<file path="src/rtl/fpdf_pkg.sv">
package fpdf_pkg;

    localparam int VALUE_W    = 32;
    localparam int NUM_DIGITS = 10;
    localparam int BCD_W      = 4 * NUM_DIGITS;
    localparam int BIT_CNT_W  = $clog2(VALUE_W);

    localparam logic [1:0] MODE_UNSIGNED = 2'd0;
    localparam logic [1:0] MODE_SIGNED   = 2'd1;

    localparam logic [3:0] CAP_UNSIGNED = 4'd10;
    localparam logic [3:0] CAP_SIGNED   = 4'd11;
    localparam logic [3:0] CAP_FIXED    = 4'd13;
    localparam logic [2:0] MAX_DEC      = 3'd4;

    localparam logic [5:0] CHAR_SPACE = 6'h20;
    localparam logic [5:0] CHAR_MINUS = 6'h2D;
    localparam logic [5:0] CHAR_DOT   = 6'h2E;
    localparam logic [5:0] CHAR_ZERO  = 6'h30;
    localparam logic [5:0] CHAR_NINE  = 6'h39;

endpackage

</file>
<file path="src/rtl/fixed_point_decimal_formatter.sv">
// Formats one 32-bit value as right-aligned decimal ASCII text, most significant character
// first, one character per output request with m_last on the final one. An input request is
// taken only while the block is idle. The magnitude is converted to BCD one bit per cycle by a
// bit-serial binary to BCD converter, then leading zero digits are dropped one per cycle, then
// the characters are emitted, each one taken while m_ready is high.
module fixed_point_decimal_formatter
    import fpdf_pkg::*;
(
    input  logic               aclk,
    input  logic               aresetn,
    input  logic               s_valid,
    output logic               s_ready,
    input  logic [1:0]         s_mode,
    input  logic [VALUE_W-1:0] s_value,
    input  logic [3:0]         s_decimals,
    input  logic [3:0]         s_pad_width,
    output logic               m_valid,
    input  logic               m_ready,
    output logic [5:0]         m_out_char,
    output logic [3:0]         m_char_pos,
    output logic               m_last
);

    typedef enum logic [1:0] {
        ST_IDLE,
        ST_CONVERT,
        ST_ALIGN,
        ST_EMIT
    } state_t;

    state_t               state_reg;
    logic [BIT_CNT_W-1:0] bit_cnt_reg;
    logic [VALUE_W-1:0]   mag_reg;
    logic [BCD_W-1:0]     bcd_reg;
    logic [BCD_W-1:0]     bcd_adj;
    logic [BCD_W-1:0]     bcd_next;
    logic [3:0]           rem_reg;
    logic [2:0]           dec_reg;
    logic                 neg_reg;
    logic                 dot_reg;
    logic [3:0]           cap_reg;
    logic [3:0]           width_reg;
    logic [3:0]           pad_reg;
    logic [3:0]           pos_reg;

    logic                 in_neg;
    logic [2:0]           in_dec;
    logic [3:0]           in_cap;
    logic [3:0]           min_dig;
    logic [3:0]           pw_eff;
    logic [3:0]           core_len;
    logic [3:0]           top_digit;
    logic                 at_dot;
    logic                 at_digit;

    // add-3 correction on every bcd digit before the shift
    always_comb begin
        for (int i = 0; i < NUM_DIGITS; i++) begin
            if (bcd_reg[4*i +: 4] >= 4'd5) begin
                bcd_adj[4*i +: 4] = bcd_reg[4*i +: 4] + 4'd3;
            end else begin
                bcd_adj[4*i +: 4] = bcd_reg[4*i +: 4];
            end
        end
        bcd_next = {bcd_adj[BCD_W-2:0], mag_reg[VALUE_W-1]};
    end

    always_comb begin
        in_neg = (s_mode != MODE_UNSIGNED) && s_value[VALUE_W-1];
        if (!s_mode[1]) begin
            in_dec = 3'd0;
        end else if (s_decimals > {1'b0, MAX_DEC}) begin
            in_dec = MAX_DEC;
        end else begin
            in_dec = s_decimals[2:0];
        end
        case (s_mode)
            MODE_UNSIGNED: in_cap = CAP_UNSIGNED;
            MODE_SIGNED:   in_cap = CAP_SIGNED;
            default:       in_cap = CAP_FIXED;
        endcase
    end

    assign top_digit = bcd_reg[BCD_W-1 -: 4];
    assign min_dig   = {1'b0, dec_reg} + 4'd1;
    assign pw_eff    = (width_reg > cap_reg) ? cap_reg : width_reg;
    assign core_len  = rem_reg + {3'd0, dot_reg} + {3'd0, neg_reg};

    assign at_dot   = (pad_reg == 4'd0) && !neg_reg && dot_reg && (rem_reg == {1'b0, dec_reg});
    assign at_digit = (pad_reg == 4'd0) && !neg_reg && !at_dot;

    assign s_ready    = (state_reg == ST_IDLE);
    assign m_valid    = (state_reg == ST_EMIT);
    assign m_char_pos = pos_reg;
    assign m_last     = at_digit && (rem_reg == 4'd1);

    always_comb begin
        if (pad_reg != 4'd0) begin
            m_out_char = CHAR_SPACE;
        end else if (neg_reg) begin
            m_out_char = CHAR_MINUS;
        end else if (at_dot) begin
            m_out_char = CHAR_DOT;
        end else begin
            m_out_char = CHAR_ZERO + {2'b00, top_digit};
        end
    end

    always_ff @(posedge aclk) begin
        if (!aresetn) begin
            state_reg   <= ST_IDLE;
            bit_cnt_reg <= '0;
            rem_reg     <= '0;
            pad_reg     <= '0;
            pos_reg     <= '0;
            neg_reg     <= 1'b0;
            dot_reg     <= 1'b0;
        end else begin
            case (state_reg)
                ST_IDLE: begin
                    if (s_valid) begin
                        mag_reg     <= in_neg ? (~s_value + 1'b1) : s_value;
                        bcd_reg     <= '0;
                        neg_reg     <= in_neg;
                        dec_reg     <= in_dec;
                        dot_reg     <= (in_dec != 3'd0);
                        cap_reg     <= in_cap;
                        width_reg   <= s_pad_width;
                        bit_cnt_reg <= '0;
                        pos_reg     <= '0;
                        state_reg   <= ST_CONVERT;
                    end
                end
                ST_CONVERT: begin
                    bcd_reg     <= bcd_next;
                    mag_reg     <= {mag_reg[VALUE_W-2:0], 1'b0};
                    bit_cnt_reg <= bit_cnt_reg + 1'b1;
                    if (bit_cnt_reg == BIT_CNT_W'(VALUE_W - 1)) begin
                        rem_reg   <= 4'(NUM_DIGITS);
                        state_reg <= ST_ALIGN;
                    end
                end
                ST_ALIGN: begin
                    // drop leading zeros, keeping the fraction digits and one integer digit
                    if (top_digit == 4'd0 && rem_reg > min_dig) begin
                        bcd_reg <= {bcd_reg[BCD_W-5:0], 4'd0};
                        rem_reg <= rem_reg - 4'd1;
                    end else begin
                        pad_reg   <= (pw_eff > core_len) ? (pw_eff - core_len) : 4'd0;
                        state_reg <= ST_EMIT;
                    end
                end
                ST_EMIT: begin
                    if (m_ready) begin
                        pos_reg <= pos_reg + 4'd1;
                        if (pad_reg != 4'd0) begin
                            pad_reg <= pad_reg - 4'd1;
                        end else if (neg_reg) begin
                            neg_reg <= 1'b0;
                        end else if (at_dot) begin
                            dot_reg <= 1'b0;
                        end else begin
                            bcd_reg <= {bcd_reg[BCD_W-5:0], 4'd0};
                            rem_reg <= rem_reg - 4'd1;
                            if (rem_reg == 4'd1) begin
                                state_reg <= ST_IDLE;
                            end
                        end
                    end
                end
                default: state_reg <= ST_IDLE;
            endcase
        end
    end

`ifndef NO_ASSERTIONS
    a_char_legal: assert property (@(posedge aclk) disable iff (!aresetn)
        m_valid |-> (m_out_char == CHAR_SPACE || m_out_char == CHAR_MINUS ||
                     m_out_char == CHAR_DOT ||
                     (m_out_char >= CHAR_ZERO && m_out_char <= CHAR_NINE)))
        else $error("illegal character on output");

    a_pos_step: assert property (@(posedge aclk) disable iff (!aresetn)
        (m_valid && m_ready && !m_last) |=>
            (m_valid && m_char_pos == $past(m_char_pos) + 4'd1))
        else $error("text broken before last character");

    a_last_idle: assert property (@(posedge aclk) disable iff (!aresetn)
        (m_valid && m_ready && m_last) |=> (s_ready && !m_valid))
        else $error("block not idle after last character");

    a_busy_after_accept: assert property (@(posedge aclk) disable iff (!aresetn)
        (s_valid && s_ready) |=> (!s_ready && !m_valid))
        else $error("accepted request not converting");

    a_digits_left: assert property (@(posedge aclk) disable iff (!aresetn)
        m_valid |-> (rem_reg != 4'd0 && rem_reg <= 4'(NUM_DIGITS)))
        else $error("digit count out of range while emitting");
`endif

endmodule

</file>
<file path="config.mk">
export PLATFORM = sky130hd
export DESIGN_NAME = fixed_point_decimal_formatter
export DESIGN_NICKNAME = d
export VERILOG_FILES = /design/src/rtl/fpdf_pkg.sv /design/src/rtl/fixed_point_decimal_formatter.sv
export SDC_FILE = /design/constraint.sdc
export NUM_CORES = 1
export LEC_CHECK = 0
export BUFFER_PORTS_ARGS = -buffer_cell sky130_fd_sc_hd__buf_2
export CORE_ASPECT_RATIO = 0.75
export CORE_MARGIN = 1
export CORE_UTILIZATION = 30
export CTS_CLUSTER_SIZE = 40
export DETAILED_ROUTE_END_ITERATION = 12
export SLEW_MARGIN = 25
export SYNTH_ARGS = -nofsm -noshare
export SYNTH_HDL_FRONTEND = slang
export SYNTH_SLANG_ARGS = --single-unit
</file>
<file path="constraint.sdc">
create_clock -name aclk -period 3 [get_ports aclk]
set_input_delay 0.3 -clock aclk [delete_from_list [all_inputs] [get_ports aclk]]
set_output_delay 0.3 -clock aclk [all_outputs]
set_load 0.02 [all_outputs]
</file>
* Yosys cells after proc, flatten, opt, wreduce, memory -nomap -nowiden
Cells that the tools add are included.
** Word-level totals
- Register bits :: 104
- Latch bits :: 0
- Memory bits (writable) :: 0
- Bits in read-only memories :: 0
- Bits of input ports :: 46
- Word-level logic and storage cells :: 158
- Memories kept :: 0
** Operators by class
- Add/subtract/negate cells :: 20
- Multiply operators :: 0
- Div/mod/pow operators :: 0
- Order comparisons :: 14
- Equality and inequality tests :: 18
- Shifts and indexed selects :: 0
- Muxes and demuxes :: 63
- Bitwise gates (word level) :: 1
- Reductions and logical operators :: 30
** Operators with widths (number)
- $mux W40 :: 6
- $pmux W40 S4 :: 1
- $mux W4 :: 22
- $mux W32 :: 2
- $pmux W32 S2 :: 1
- $ge A4 B3 Y1 const B :: 10
- $add A4 B2 Y4 const B :: 9
- $add A32 B1 Y32 const B :: 1
- $not A32 Y32 :: 1
- $mux W6 :: 3
- $mux W2 :: 8
- $pmux W4 S2 :: 2
- $ne A2 B2 Y1 const B :: 7
- $reduce_and A7 Y1 :: 2
- $gt A4 B4 Y1 :: 3
- $pmux W4 S3 :: 1
- $pmux W5 S2 :: 1
- $mux W3 :: 3
- $reduce_and A3 Y1 :: 3
- $add A4 B1 Y4 :: 2
- $logic_not A4 Y1 :: 2
- $mux W1 :: 8
- $ne A2 B1 Y1 const B :: 4
- $pmux W2 S4 :: 1
- 26 further kinds :: 43

* Logic depth before layout (Yosys ltp)
- Word-level depth :: 9
- Depth in mapped cells :: 14
- Gate-level depth less buffers :: 14

* Worst setup path after synthesis
Ideal clock, no wire load.
- Kind :: reg2reg
- From :: register rem_reg[0]
- To :: register bcd_reg[0] (enable)
- Data arrival time :: 2.785 ns
- Data required time :: 2.600 ns
- Path slack :: -0.186 ns
- Cell stages (with the launch flop) :: 8
- Clock period less this slack :: 3.186 ns
- Cell sequence :: dfxtp_1 inv_1 ha_1 nor2_1 and4_1 clkbuf_1 nor3_1 o2111a_1
** On the way
- Word-level cells in the longest chain between the ends :: 4
- Elaborated cells on any way between the ends :: 7
- Classes of those cells :: order compare: 1; eq/ne: 3; reduce/logical: 3
** Ends and longest elaborated chain
- start: declaration :: line fixed_point_decimal_formatter.sv:37 : logic [3:0] rem_reg;
- start signal: assignment :: line fixed_point_decimal_formatter.sv:139 : rem_reg <= 4'(NUM_DIGITS);
- start signal: assignment :: line fixed_point_decimal_formatter.sv:147 : rem_reg <= rem_reg - 4'd1;
- start signal: assignment :: line fixed_point_decimal_formatter.sv:164 : rem_reg <= rem_reg - 4'd1;
- $gt A4 B4 Y1 or $eq A4 B3 Y1 (tied branches) :: line fixed_point_decimal_formatter.sv:145, fixed_point_decimal_formatter.sv:89
- $logic_and A1 B1 Y1, on equally long branches :: line fixed_point_decimal_formatter.sv:145, fixed_point_decimal_formatter.sv:89
- $ne A2 B2 Y1 (no source line)
- $reduce_and A7 Y1 (no source line) (*)
- end signal: assignment :: line fixed_point_decimal_formatter.sv:135 : bcd_reg <= bcd_next;
- end signal: assignment :: line fixed_point_decimal_formatter.sv:146 : bcd_reg <= {bcd_reg[BCD_W-5:0], 4'd0};
- end signal: assignment :: line fixed_point_decimal_formatter.sv:163 : bcd_reg <= {bcd_reg[BCD_W-5:0], 4'd0};
- end: declaration :: line fixed_point_decimal_formatter.sv:34 : logic [BCD_W-1:0] bcd_reg;
Every way passes the cells marked *; elsewhere a longest branch is shown, timed or not.
A chain may end at the register's enable or synchronous reset.

* Final worst setup path
- From :: register width_reg[1]
- To :: register pad_reg[0]
** On the way
- Word-level cells in the longest chain between the ends :: 6
- Elaborated cells on any way between the ends :: 7
- Classes of those cells :: add/sub: 1; order compare: 2; mux: 4
** Ends and longest elaborated chain
- start: declaration :: line fixed_point_decimal_formatter.sv:42 : logic [3:0] width_reg;
- start signal: assignment :: line fixed_point_decimal_formatter.sv:128 : width_reg <= s_pad_width;
- $gt A4 B4 Y1 :: line fixed_point_decimal_formatter.sv:86 : assign pw_eff = (width_reg > cap_reg) ? cap_reg : width_reg;
- $mux W4 (*) :: line fixed_point_decimal_formatter.sv:86
- $sub A4 B4 Y4 or $gt A4 B4 Y1 (tied branches) :: line fixed_point_decimal_formatter.sv:149 : pad_reg <= (pw_eff > core_len) ? (pw_eff - core_len) : 4'd0;
- $mux W4 (*) :: line fixed_point_decimal_formatter.sv:149
- $mux W4 (*) :: line fixed_point_decimal_formatter.sv:145 : if (top_digit == 4'd0 && rem_reg > min_dig) begin
- $pmux W4 S2 (*) :: line fixed_point_decimal_formatter.sv:119 : case (state_reg)
- end signal: assignment :: line fixed_point_decimal_formatter.sv:149
- end signal: assignment :: line fixed_point_decimal_formatter.sv:157 : pad_reg <= pad_reg - 4'd1;
- end: declaration :: line fixed_point_decimal_formatter.sv:43 : logic [3:0] pad_reg;
Every way passes the cells marked *; elsewhere a longest branch is shown, timed or not. The select of a mux whose other input is x is not followed.

==> flow_summary.yaml <==
setup_path:
  max_stage_delay_ns: 0.43
  cp_top_family: "compound AO/OA/AOI/OAI gates"
  arrival_ns: 3.16
  r2r_start: "width_reg[1]$_DFFE_PP_"
  cpMaxStageDelayCell: "edfxtp_1"
  r2r.worst_path.cells: 12
  cp.depth: 12
  r2r-end: "pad_reg[0]$_SDFFE_PN0P_"
  cp_cell_sequence: "ha_4, nor2b_1, o21ai_1, a21oi_2, mux2i_1, ha_2, inv_2, fa_2, a211oi_4, nor4_2, a2111oi_1, nor3_1"
  path_class: "reg -> reg"
  start_kind: "register"
  cp-end-kind: "register"
  cp_num_buf_inv: 1
  crit_path_max_fanout: 2
  required_ns: 3.23
  r2r_slack_ns: 0.08
sta:
  tns_ns: 0
  rsz0062_at_grt: "true"
  fin_hold_ws_ns: 0.119
  finalCritPeriodShare_pct: 97.4
  clock.fmax_mhz: 342
  clock_skew_ns: 0.00821
  finalWorstSetupSlack_ns: 0.0791
  min_period_ns: 2.92
  setup_viol: 0
  worst_slew_pin_slew_ns: 0.785
  hold_viol_final: 0
  slew_headroom_pct: 47.7
  drv_slew: 0
synth:
  yosysWarnings: 0
  syn-num-nets: 811
  ys_ff_latch: 103
  synth-main-ff-cell: "edfxtp_1"
  synthArstFlopShare_pct: 0
  synth_mux_area_share_pct: 2.28
  yosys.area_share.simple_pct: 17.9
  synthXorXnorAreaFrac_pct: 6.49
  synthCells: 718
  synth_fa_ha_area_share_pct: 8.94
  synth-edff-count: 82
  synth.avg_cell_area_sq_um: 9.40
  ys_types: 63
  syn-cell-area_sq_um: 6750
  ys_seq_area_share_pct: 42.7
  synth_compound_area_share_pct: 17.1
  synth_top_family_by_area: "simple AND/OR/NAND/NOR gates"
placed_design:
  routabilityCongestion: 0.801
  place_worst_setup_slack_ns: -0.0476
  hpwlAfterDp_microns: 10800
  portBuffers: 57
  placed_cells: 1054
layout:
  layout_common_cells: "edfxtp_1, nand2_1, o21ai_0"
  areaGrowthSynthToFinish_pct: 15.0
  utilization_pct: 35.2
  antennaDiodeCount: 0
  drive_gt1_share_pct: 15.6
  mostFrequentLayoutCell: "edfxtp_1"
  nets: 867
  largest_reg_flops: 40
  instances_no_fill: 1072
min_path:
  min_path_cells: 1
  hp-class: "in -> reg"
  min-delay-start: "s_pad_width[2]"
  min_delay_worst_endpoint: "width_reg[2]$_DFFE_PP_"
floorplanning:
  dieArea_sq_um: 23100
  num_rows: 47
  ioPinCount: 59
  start_util_pct: 30.6
  die_h_microns: 132
  fp.dieW_microns: 175
  coreArea_sq_um: 22100
pwr:
  peakVddDrop_mv: 0.353
  p_leak_nw: 2.86
  power.density_nw_per_um2: 836
route:
  route.detailed.wl_per_inst_microns: 14.0
  drt-pass1-iter-count: 5
  vias_per_cell: 4.94
  drtIter0Drc: 287
  drc_errors: 0
  ant_nets: 0
  routed_wl_microns: 15000
  vias: 5301
global_route:
  gr-usage-all-layers_pct: 13.3
  grt_first_pass_wirelength_microns: 24800
  grt-ovfl-total: 0
  antenna_found_initial: 1
  grt_max_degree: 45
  grt_pass1_vias: 4935
clock_tree:
  h-tree-depth: 3
  cts_root_buf: "clkbuf_16"
  clk_latency_ns: 0.36
  holdBufCountCts: 0
  clockBufferDepth: 2
  cts.clk_slew.worst_paths_ns: 0.07
  clock-sinks: 103
  cts_buffers: 9
  cts_tree: "built"
flow_run:
  drv_cap: 0
run_status:
  run_status: "finished, final reports clean"
[cell type report]
type                            count  area [sq um]
Fill cell                        2264         14300
Multi-Input combinational cell    536          3620
Sequential cell                   103          2880
Timing Repair Buffer               73           430
Inverter                           51           191
Clock inverter                      4          32.5
Tap cell                          294           368
Clock buffer                       11           233
[where the power goes]
| part | internal [mW] | switching [mW] | total [mW] | leakage (nW) |
|---|---|---|---|---|
| Clock | 0.565 | 0.553 | 1.12 | 0.122 |
| Combinational | 1.16 | 1.74 | 2.90 | 1.78 |
| Sequential | 2.14 | 0.334 | 2.47 | 0.957 |
[worst reg2reg max path: stages, from the launching register on]
cell and delay, ns:
edfxtp_1 0.43, ha_4 0.29, nor2b_1 0.12, o21ai_1 0.07, a21oi_2 0.16, mux2i_1 0.21
ha_2 0.21, inv_2 0.04, fa_2 0.41, a211oi_4 0.31, nor4_2 0.08, a2111oi_1 0.39
nor3_1 0.07
[metal layers]
layer	vias up	track usage, %	wire (microns)	part of all wire [%]
met5	-	0	0	0
met3	16	2.83	756	5.0
met2	122	19.1	6270	42
met1	2451	19.8	7810	52
met4	0	4.25	206	1.4
li1	2712	-	-	-
[per-stage QoR]
| step | cell area, sq um | power (mW) |
|---|---|---|
| finish | 7760 | 6.49 |
| global route | 7760 | 6.98 |
| CTS | 7680 | 6.44 |
| detailed placement | 7410 | 5.30 |
| global placement | 7410 | 5.25 |
| floorplan | 6750 | 4.45 |
[synthesized netlist by cell type, types with 12 or more instances]
cell type,count,area [sq um]
inv_1,50,188
dfxtp_1,21,420
nor3b_1,17,128
o21ai_0,74,370
nor2_1,54,203
nand2b_1,12,75.1
clkbuf_1,25,93.8
edfxtp_1,82,2460
ha_1,45,563
nand2_1,76,285
nor3_1,13,65.1
xor2_1,15,131
xnor2_1,35,307
a21oi_1,55,275
a31oi_1,14,87.6
[how the worst max path moves through the flow]
stage | to | start | slack [ns]
floorplan | pad_reg[3]$_SDFFE_PN0P_ | width_reg[1]$_DFFE_PP_ | 0.20
global placement | pad_reg[3]$_SDFFE_PN0P_ | width_reg[1]$_DFFE_PP_ | 0.03
detailed placement | pad_reg[3]$_SDFFE_PN0P_ | width_reg[1]$_DFFE_PP_ | -0.05
CTS | pad_reg[3]$_SDFFE_PN0P_ | width_reg[1]$_DFFE_PP_ | 0.007
global route | pad_reg[0]$_SDFFE_PN0P_ | width_reg[1]$_DFFE_PP_ | -0.07
finish | pad_reg[0]$_SDFFE_PN0P_ | width_reg[1]$_DFFE_PP_ | 0.08
[repair_timing]
| item | 4_1_cts | 5_1_grt |
|---|---|---|
| pin swaps | 0 | 6 |
| setup buffers | 0 | 3 |
| resized for setup | 1 | 14 |
| setup endpoints to repair | 4 | 4 |
[cell families (layout without fill, tap and decap cells)]
logic type / count (synthesis) / count (layout)
AND/OR/NAND/NOR: 230 / 230
other: 1 / 1
AO/OA/AOI/OAI: 194 / 194
multiplexers: 14 / 14
XOR/XNOR: 50 / 50
buffers and inverters: 79 / 139
flip-flops: 103 / 103
adder cells (fa/ha/maj): 47 / 47
(Power assumes the default switching activity.)
